--- config.mk ---
export PLATFORM = sky130hd
export DESIGN_NAME = mandelbrot_escape_time_color_unit
export DESIGN_NICKNAME = d
export VERILOG_FILES = /design/src/rtl/mbe_pkg.sv /design/src/rtl/mbe_mul.sv /design/src/rtl/mbe_color.sv /design/src/rtl/mandelbrot_escape_time_color_unit.sv
export SDC_FILE = /design/constraint.sdc
export NUM_CORES = 2
export LEC_CHECK = 0
export ABC_AREA = 1
export ABC_CLOCK_PERIOD_IN_PS = 8500
export BUFFER_PORTS_ARGS = -buffer_cell sky130_fd_sc_hd__buf_2
export CAP_MARGIN = 20
export CORE_MARGIN = 2
export CORE_UTILIZATION = 30
export CTS_BUF_LIST = sky130_fd_sc_hd__clkbuf_8
export DETAILED_ROUTE_END_ITERATION = 6
export PLACE_DENSITY = 0.52
export SYNTH_ARGS = -nofsm -noshare
export SYNTH_HDL_FRONTEND = slang
export SYNTH_SLANG_ARGS = --single-unit
--- constraint.sdc ---
create_clock -name clk -period 8.5 [get_ports clk]
set_input_delay 1.7 -clock clk [delete_from_list [all_inputs] [get_ports clk]]
set_output_delay 1.7 -clock clk [all_outputs]
set_load 0.01 [all_outputs]
--- src/rtl/mbe_pkg.sv ---
// ----------------------------------------------------------------------------
// Mandelbrot escape-time package
// Widths, fixed-point constants, palette and saturation shared by the block.
// ----------------------------------------------------------------------------
`default_nettype none

package mbe_pkg;

    localparam int COORD_WIDTH = 32;
    localparam int FRAC_BITS   = 28;
    localparam int COUNT_WIDTH = 16;
    localparam int PIXEL_WIDTH = 32;
    localparam int PROD_WIDTH  = 2 * COORD_WIDTH;
    localparam int WIDE_WIDTH  = 2 * COORD_WIDTH + 2;

    typedef logic signed [COORD_WIDTH-1:0] coord_t;
    typedef logic signed [PROD_WIDTH-1:0]  prod_t;
    typedef logic signed [WIDE_WIDTH-1:0]  wide_t;
    typedef logic [COUNT_WIDTH-1:0]        count_t;
    typedef logic [PIXEL_WIDTH-1:0]        pixel_t;

    localparam count_t MAX_ITER_RESET = count_t'(256);

    // Escape threshold 4.0 at the scale of a full-width square.
    localparam wide_t FOUR_VAL = wide_t'(1) <<< (2 * FRAC_BITS + 2);

    localparam pixel_t PIXEL_BLACK = 32'hFF00_0000;

    // Palette entry as {blue, green, red}, each channel full on or off.
    function automatic logic [2:0] palette_rgb(input logic [2:0] idx);
        logic [2:0] rgb;
        case (idx)
            3'd0:    rgb = 3'b100;
            3'd1:    rgb = 3'b110;
            3'd2:    rgb = 3'b111;
            3'd3:    rgb = 3'b011;
            3'd4:    rgb = 3'b001;
            3'd5:    rgb = 3'b000;
            3'd6:    rgb = 3'b010;
            default: rgb = 3'b000;
        endcase
        return rgb;
    endfunction

    // Clamp a wide signed value to the coordinate range.
    function automatic coord_t sat_coord(input wide_t v);
        logic [WIDE_WIDTH-COORD_WIDTH:0] top;
        coord_t                          res;
        top = v[WIDE_WIDTH-1:COORD_WIDTH-1];
        if (top == '0 || top == '1) begin
            res = v[COORD_WIDTH-1:0];
        end else if (v[WIDE_WIDTH-1]) begin
            res = {1'b1, {(COORD_WIDTH-1){1'b0}}};
        end else begin
            res = {1'b0, {(COORD_WIDTH-1){1'b1}}};
        end
        return res;
    endfunction

endpackage

`default_nettype wire

--- src/rtl/mbe_mul.sv ---
// ----------------------------------------------------------------------------
// Shared multiplier
// Signed coordinate by coordinate product, registered at the output.
// ----------------------------------------------------------------------------
`default_nettype none

module mbe_mul (
    input  wire              clk,
    input  mbe_pkg::coord_t  op_a,
    input  mbe_pkg::coord_t  op_b,
    output mbe_pkg::prod_t   prod
);

    mbe_pkg::prod_t prod_reg;

    always_ff @(posedge clk)
    begin
        prod_reg <= mbe_pkg::PROD_WIDTH'(op_a) * mbe_pkg::PROD_WIDTH'(op_b);
    end

    assign prod = prod_reg;

endmodule

`default_nettype wire

--- src/rtl/mbe_color.sv ---
// ----------------------------------------------------------------------------
// Escape count color mapper
// Blends two neighboring palette entries by the low count bits.
// ----------------------------------------------------------------------------
`default_nettype none

module mbe_color (
    input  mbe_pkg::count_t  count,
    input  mbe_pkg::count_t  limit,
    output mbe_pkg::pixel_t  pixel
);

    logic [7:0] grade;
    logic [2:0] idx0;
    logic [2:0] idx1;
    logic [2:0] rgb0;
    logic [2:0] rgb1;
    logic [7:0] chan [3];

    assign grade = {count[5:0], 2'b00};
    assign idx0  = count[8:6];
    assign idx1  = idx0 + 3'd1;
    assign rgb0  = mbe_pkg::palette_rgb(idx0);
    assign rgb1  = mbe_pkg::palette_rgb(idx1);

    // Each channel weight is zero or one, so the blend reduces to a select.
    always_comb
    begin
        for (int ch = 0; ch < 3; ch++) begin
            case ({rgb0[ch], rgb1[ch]})
                2'b11:   chan[ch] = 8'hFF;
                2'b10:   chan[ch] = 8'hFF - grade;
                2'b01:   chan[ch] = grade;
                default: chan[ch] = 8'h00;
            endcase
        end
    end

    assign pixel = (count == limit) ? mbe_pkg::PIXEL_BLACK
                                    : {8'hFF, chan[2], chan[1], chan[0]};

endmodule

`default_nettype wire

--- src/rtl/mandelbrot_escape_time_color_unit.sv ---
// ----------------------------------------------------------------------------
// Mandelbrot escape-time color unit
// Iterates z = z*z + c on one point with a shared multiplier and maps the
// escape count to an RGBA word.
// Each iteration runs one shared multiplier pass each for the real square,
// the imaginary square and the cross product, then the escape test and the
// update; an escaping point leaves at the test, and a finishing state then
// registers the result word together with done.
// Throughput: one point at a time; busy stays high until the result word.
// The result is shown for one cycle on done; the receiver cannot stall.
// Reset clears the sequencer and sets the iteration limit to 256.
// ----------------------------------------------------------------------------
`default_nettype none

module mandelbrot_escape_time_color_unit (
    input  wire              clk,
    input  wire              rst_n,
    input  wire              start,
    output logic             busy,
    input  mbe_pkg::coord_t  c_real,
    input  mbe_pkg::coord_t  c_imag,
    input  wire              cfg_we,
    input  mbe_pkg::count_t  cfg_wdata,
    output logic             done,
    output mbe_pkg::pixel_t  pixel_rgba,
    output mbe_pkg::count_t  escape_count
);

    localparam logic [2:0] ST_IDLE = 3'd0;
    localparam logic [2:0] ST_MRR  = 3'd1;
    localparam logic [2:0] ST_MII  = 3'd2;
    localparam logic [2:0] ST_MRI  = 3'd3;
    localparam logic [2:0] ST_TEST = 3'd4;
    localparam logic [2:0] ST_UPD  = 3'd5;
    localparam logic [2:0] ST_DONE = 3'd6;

    logic [2:0]       state_reg;
    logic [2:0]       state_next;
    mbe_pkg::count_t  max_iter_reg;
    mbe_pkg::count_t  count_reg;
    mbe_pkg::count_t  count_inc;
    mbe_pkg::coord_t  cr_reg;
    mbe_pkg::coord_t  ci_reg;
    mbe_pkg::coord_t  zr_reg;
    mbe_pkg::coord_t  zi_reg;
    mbe_pkg::prod_t   rr_reg;
    mbe_pkg::prod_t   ii_reg;
    mbe_pkg::prod_t   ri_reg;
    mbe_pkg::wide_t   diff_reg;
    mbe_pkg::wide_t   mag_sum;
    mbe_pkg::wide_t   new_re;
    mbe_pkg::wide_t   new_im;
    mbe_pkg::coord_t  mul_a;
    mbe_pkg::coord_t  mul_b;
    mbe_pkg::prod_t   prod;
    mbe_pkg::pixel_t  pixel_val;
    logic             escaped;
    logic             done_reg;
    mbe_pkg::pixel_t  pixel_reg;
    mbe_pkg::count_t  esc_count_reg;

    always_comb
    begin
        unique case (state_reg)
            ST_MRR:  begin mul_a = zr_reg; mul_b = zr_reg; end
            ST_MII:  begin mul_a = zi_reg; mul_b = zi_reg; end
            default: begin mul_a = zr_reg; mul_b = zi_reg; end
        endcase
    end

    mbe_mul u_mul (
        .clk  (clk),
        .op_a (mul_a),
        .op_b (mul_b),
        .prod (prod)
    );

    mbe_color u_color (
        .count (count_reg),
        .limit (max_iter_reg),
        .pixel (pixel_val)
    );

    assign count_inc = count_reg + mbe_pkg::count_t'(1);
    assign mag_sum   = mbe_pkg::WIDE_WIDTH'(rr_reg) + mbe_pkg::WIDE_WIDTH'(ii_reg);
    assign escaped   = (mag_sum >= mbe_pkg::FOUR_VAL);

    // Rescale with floor rounding; the cross product is doubled by shifting one less.
    assign new_re = (diff_reg >>> mbe_pkg::FRAC_BITS) + mbe_pkg::WIDE_WIDTH'(cr_reg);
    assign new_im = (mbe_pkg::WIDE_WIDTH'(ri_reg) >>> (mbe_pkg::FRAC_BITS - 1))
                  + mbe_pkg::WIDE_WIDTH'(ci_reg);

    always_comb
    begin
        state_next = state_reg;
        unique case (state_reg)
            ST_IDLE:
            begin
                if (start) begin
                    state_next = (max_iter_reg == '0) ? ST_DONE : ST_MRR;
                end
            end
            ST_MRR:  state_next = ST_MII;
            ST_MII:  state_next = ST_MRI;
            ST_MRI:  state_next = ST_TEST;
            ST_TEST: state_next = escaped ? ST_DONE : ST_UPD;
            ST_UPD:  state_next = (count_inc < max_iter_reg) ? ST_MRR : ST_DONE;
            ST_DONE: state_next = ST_IDLE;
            default: state_next = ST_IDLE;
        endcase
    end

    always_ff @(posedge clk or negedge rst_n)
    begin
        if (!rst_n) begin
            state_reg    <= ST_IDLE;
            max_iter_reg <= mbe_pkg::MAX_ITER_RESET;
            count_reg    <= '0;
            done_reg     <= 1'b0;
        end else begin
            state_reg <= state_next;
            done_reg  <= (state_reg == ST_DONE);
            if (cfg_we) begin
                max_iter_reg <= cfg_wdata;
            end
            if (state_reg == ST_IDLE && start) begin
                count_reg <= '0;
            end else if (state_reg == ST_UPD) begin
                count_reg <= count_inc;
            end
        end
    end

    always_ff @(posedge clk)
    begin
        if (state_reg == ST_IDLE && start) begin
            cr_reg <= c_real;
            ci_reg <= c_imag;
            zr_reg <= '0;
            zi_reg <= '0;
        end
        if (state_reg == ST_MII) begin
            rr_reg <= prod;
        end
        if (state_reg == ST_MRI) begin
            ii_reg <= prod;
        end
        if (state_reg == ST_TEST) begin
            ri_reg   <= prod;
            diff_reg <= mbe_pkg::WIDE_WIDTH'(rr_reg) - mbe_pkg::WIDE_WIDTH'(ii_reg);
        end
        if (state_reg == ST_UPD) begin
            zr_reg <= mbe_pkg::sat_coord(new_re);
            zi_reg <= mbe_pkg::sat_coord(new_im);
        end
        if (state_reg == ST_DONE) begin
            pixel_reg     <= pixel_val;
            esc_count_reg <= count_reg;
        end
    end

    assign busy         = (state_reg != ST_IDLE);
    assign done         = done_reg;
    assign pixel_rgba   = pixel_reg;
    assign escape_count = esc_count_reg;

endmodule

`default_nettype wire

# Word-level counts from Yosys, hierarchy flattened
# Index checks and enable logic that the tools add are counted.
# totals
elab_cells	87
ff_bits	533
# classes
order_cmp	2
add_sub_neg	7
n_reduce_logical	11
eq_ne	29
n_mux	21
mul	1
# op_table
operator	count
32-bit 2-to-1 mux	9
37-bit by 32-bit adder with 38-bit output	2
8-bit one-hot mux with 3 select lines	3
35-bit == test, second input constant	2
35-bit logical NOT	2
64-bit by 64-bit adder with 65-bit output	1
65-bit by 60-bit greater-or-equal comparator with 1-bit output, second input constant	1
64-bit by 64-bit subtractor with 65-bit output	1
32-bit by 32-bit multiplier with 64-bit output	1
3-bit one-hot mux with 6 select lines	3
16-bit 2-to-1 mux	2
3-bit == test, second input constant	7
3-bit by 2-bit == test with 1-bit output, second input constant	6
16-bit by 1-bit adder with 16-bit output, second input constant	1
16-bit == test	1
16-bit logical NOT	1
16-bit less-than comparator	1
2-bit == test, second input constant	6
3-bit by 1-bit == test with 1-bit output, second input constant	3
3-bit logical NOT	3
3-bit 2-to-1 mux	3
8-bit subtractor, first input constant	1
2-bit by 1-bit == test with 1-bit output, second input constant	3
3-bit by 1-bit adder with 3-bit output, second input constant	1
other kinds (6)	7

# Longest topological paths before layout
# depth
ltp_word	5
mapped_depth	40
mapped_depth_nobuf	37

# Hierarchy
# A second synthesis with hierarchy kept.
# unflattened
cells_unflattened	8683
hier_area_um2	68649.6
# by_module_without_submodules
module	area_each_um2	cells_each	instances
mbe_mul	39720.6	4963	1
mandelbrot_escape_time_color_unit	28076.9	3530	1
mbe_color	852.1	190	1

# Worst setup path before layout
# Ideal clock, no wire load.
# synth_path
kind	reg-to-reg
start	reg state_reg[0]
end	reg u_mul.prod_reg[54] (netlist: u_mul.prod[54])
path_stages_with_launch	35
t_arrival_ns	8.029
slack_ns	0.400
setup_time_ns	0.072
path_cell_list	dfrtp_1 -> inv_1 -> nor2_1 -> nand2_1 -> buf_2 -> clkbuf_1 -> nand2_1 -> o21ai_1 -> inv_1 -> clkbuf_1 -> nor2_1 -> fa_1 -> inv_1 -> fa_1 -> inv_1 -> fa_1 -> fa_1 -> inv_1 -> fa_1 -> inv_1 -> fa_1 -> inv_1 -> fa_1 -> inv_1 -> fa_1 -> ha_1 -> nand2_1 -> nor2_1 -> inv_1 -> nor3_1 -> nand2_1 -> o211ai_1 -> nand2_1 -> nand2_1 -> xor2_1
# synth_between
elab_chain_cells	3
word_cells_on_any_way	5
classes_between	mul (1); eq/ne (2); mux (2)
# synth_lines
element	line	text
start, declared	mandelbrot_escape_time_color_unit.sv:37	logic [2:0] state_reg;
start signal, assigned	mandelbrot_escape_time_color_unit.sv:121	state_reg <= state_next;
3-bit by 2-bit == test with 1-bit output or 3-bit by 1-bit == test with 1-bit output (tied branches)	mandelbrot_escape_time_color_unit.sv:64	unique case (state_reg)
32-bit 2-to-1 mux	mandelbrot_escape_time_color_unit.sv:64	
32-bit by 32-bit multiplier with 64-bit output *	mbe_mul.sv:18	prod_reg <= mbe_pkg::PROD_WIDTH'(op_a) * mbe_pkg::PROD_WIDTH'(op_b);
end signal, assigned	mbe_mul.sv:18	
end, declared	mbe_mul.sv:14	mbe_pkg::prod_t prod_reg;
# Mark *: on every way between the ends. The rest lies on a longest branch, timed or not.
# A chain may end at the register's enable or synchronous reset.

# Final worst setup path
# layout_path
start	reg state_reg[1]
end	reg u_mul.prod_reg[35] (netlist: u_mul.prod[35])
# Same word-level chain as after synthesis.

==> reports/metrics.yaml <==
drtIter0Drc: 4236
finalSetupViolCount: 0
min_path_cells: 0
grt_overflow: 0
tritoncts: "done"
cts_buffers: 82
cts.sinks: 467
fin_crit_ns: 8.276
fin_hold_ws_ns: 0.4108
multi_input_area_um2: 45050
num_io_pins: 134
cp_top_family: "adder cells"
io_buffers: 125
cts-root-buf: "clkbuf_8"
min_to: "ii_reg[12]"
seq_area_frac_synth: 0.2028
reg2reg_depth: 34
regArea_um2: 13200
crit_required_ns: 9.22
endpoint_kind: "flip-flop"
grt_usage: 0.2181
syn_avg_cell_area_um2: 8.397
dieArea_um2: 220800
ys_seq_elements: 467
grt_pass1_vias: 56470
dr_total_vias: 53870
wl_met1_um: 102600
path_clk_slew_ns: 0.08
clkLatencyLatePin_ns: 0.78
start_util: 0.3007
drc: 0
worst_path_max_delay_cell: "fa_2"
status: "complete, no violations"
die_width_um: 469.9
core_um2: 216500
worst_hold_path_type: "reg -> reg"
gp_congestion: 0.9769
ys_dominant_reg_cell: "edfxtp_1"
grt_pass1_wl_um: 361000
synth.distinct_cells: 60
hold_buffers: 0
met2WireLength_um: 113400
drt_pass1_iterations: 6
fmax_ghz: 0.1208
hpwl_um: 203800
timing.rr.end: "u_mul.prod[35]"
cp-start-kind: "flip-flop"
setup_tns_ns: 0
final_antenna_net_count: 0
max_cap_violations: 0
r2r_slack_ns: 0.22
wl_per_cell_um: 21.75
crit_path_frequent_cell: "fa_1"
rows: 171
cp.depth: 34
crit_buf_inv: 11
wl_met3_um: 16520
fill_cells: 22740
wl_um: 242300
highest_layer: "met4"
synth_edf_count: 367
worst_clock_skew_ns: 0.07311
final_nets: 9781
ys_warn_count: 0
hold_path_startpoint: "u_mul.prod[12]"
syn-cell-area_um2: 65120
synthArstFlopShare: 0.07709
crit_arrival_ns: 9.00
layout-drive-gt1-share: 0.1137
grt_max_degree: 66
area_growth_syn_to_layout_pct: 15.26
maxSlewViolCount: 0
timing.rr.start: "state_reg[1]"
synthCells: 7755
vias_per_cell: 4.836
die_h_um: 469.9
cts_buffer_depth: 3
crit_type: "reg -> reg"
slew_headroom: 0.2390
slowest_delay_ns: 0.64
fin_util: 0.3466
worst_pin_slew_ns: 1.130
antenna_found_initial: 10
crit_fanout: 15
fin_crit_sh: 0.9736
h-tree-depth: 3
hold_violations: 0
area by class of cell:
| type | instances | share of cell area |
|---|---|---|
| inverter | 1675 | 0.08398 |
| antenna | 7 | 0.0002334 |
| clock buffer | 91 | 0.01669 |
| tap | 2854 | 0.04758 |
| clock inverter | 62 | 0.007435 |
| sequential | 467 | 0.1759 |
| multi-input combinational | 5392 | 0.6003 |
| timing repair buffer | 590 | 0.06788 |
per-layer routing:
metal	GRT usage	vias up
met5	0	-
met4	0.07583	0
met3	0.03544	375
met2	0.3633	1883
met1	0.2864	27140
li1	-	24470
cell families after synthesis:
| logic type | count (synthesis) | synth area share |
|---|---|---|
| DFF | 467 | 0.2028 |
| and+or+nand+nor | 2845 | 0.1731 |
| other | 1 | 0.00005759 |
| adders and majority gates | 1489 | 0.4112 |
| buffers and inverters | 1903 | 0.1120 |
| AOI/OAI and AO/OA | 873 | 0.07703 |
| muxes | 1 | 0.0001729 |
| xor gates and xnor gates | 176 | 0.02367 |
synth_stat cells (17+ instances only):
master       n  area [um^2]
inv_1     1651         6197
nand2_1   1496         5615
fa_1      1085        21720
nor2_1    1048         3934
ha_1       404         5055
a21oi_1    367         1837
edfxtp_1   367        11020
o21ai_0    233         1166
clkbuf_1   174        653.1
nand3_1    128        640.6
xor2_1     123         1077
dfxtp_1     64         1281
a21oi_2     54        473.0
nor3_1      54        270.3
xnor2_1     53        464.2
nand4_1     37        231.5
o21bai_1    37        277.8
dfrtp_1     35        875.8
o21ai_1     35        175.2
a31oi_1     34        212.7
buf_2       22        110.1
nand2_2     21        131.4
o21a_1      19        142.6
a21o_1      17        127.6
clkinv_1    17        63.81
cell usage in the layout, fill, tap and decap left out, types with 24 or more instances in the layout:
master    Yosys  final
o21bai_1     37     37
buf_2        22    125
buf_12        0     74
dfxtp_1      64     64
buf_4        14    385
nand3_1     128    125
o21ai_2      15     42
nor2_1     1048   1036
xnor2_1      53     52
a31oi_1      34     34
fa_1       1085   1076
xor2_1      123    121
o21ai_0     233    210
nand2_1    1496   1492
o21ai_1      35     24
nand4_1      37     37
clkbuf_8      0     91
a21oi_1     367    364
edfxtp_1    367    367
nor3_1       54     49
inv_1      1651   1660
ha_1        404    401
a21oi_2      54     57
dfrtp_1      35     35
clkinv_1     17     24
per-stage QoR:
stage               cell area [um^2]  cells  setup slack (ns)
floorplan                      65150   7762            0.3996
global route                   75040  11130          -0.02998
global placement               72720  10960           -0.4041
detailed placement             72720  10960           -0.4107
CTS                            74690  11120           0.01395
finish                         75060  11140            0.2245
worst max path at each step:
stage                           to    startpoint  slack, ns
floorplan           u_mul.prod[54]  state_reg[0]       0.40
global placement    u_mul.prod[38]  state_reg[1]      -0.40
detailed placement  u_mul.prod[57]  state_reg[1]      -0.41
CTS                 u_mul.prod[62]  state_reg[2]       0.01
global route        u_mul.prod[57]  state_reg[2]      -0.03
finish              u_mul.prod[35]  state_reg[1]       0.22
repair_timing:
item	4_1_cts	5_1_grt
pin swaps	2	8
resized for setup	23	59
gates cloned	1	1
buffers inserted	4	12
setup endpoints to repair	23	32
Power is not shown: default switching activity piles up to over one toggle a cycle in this logic, so the estimate is an artifact.
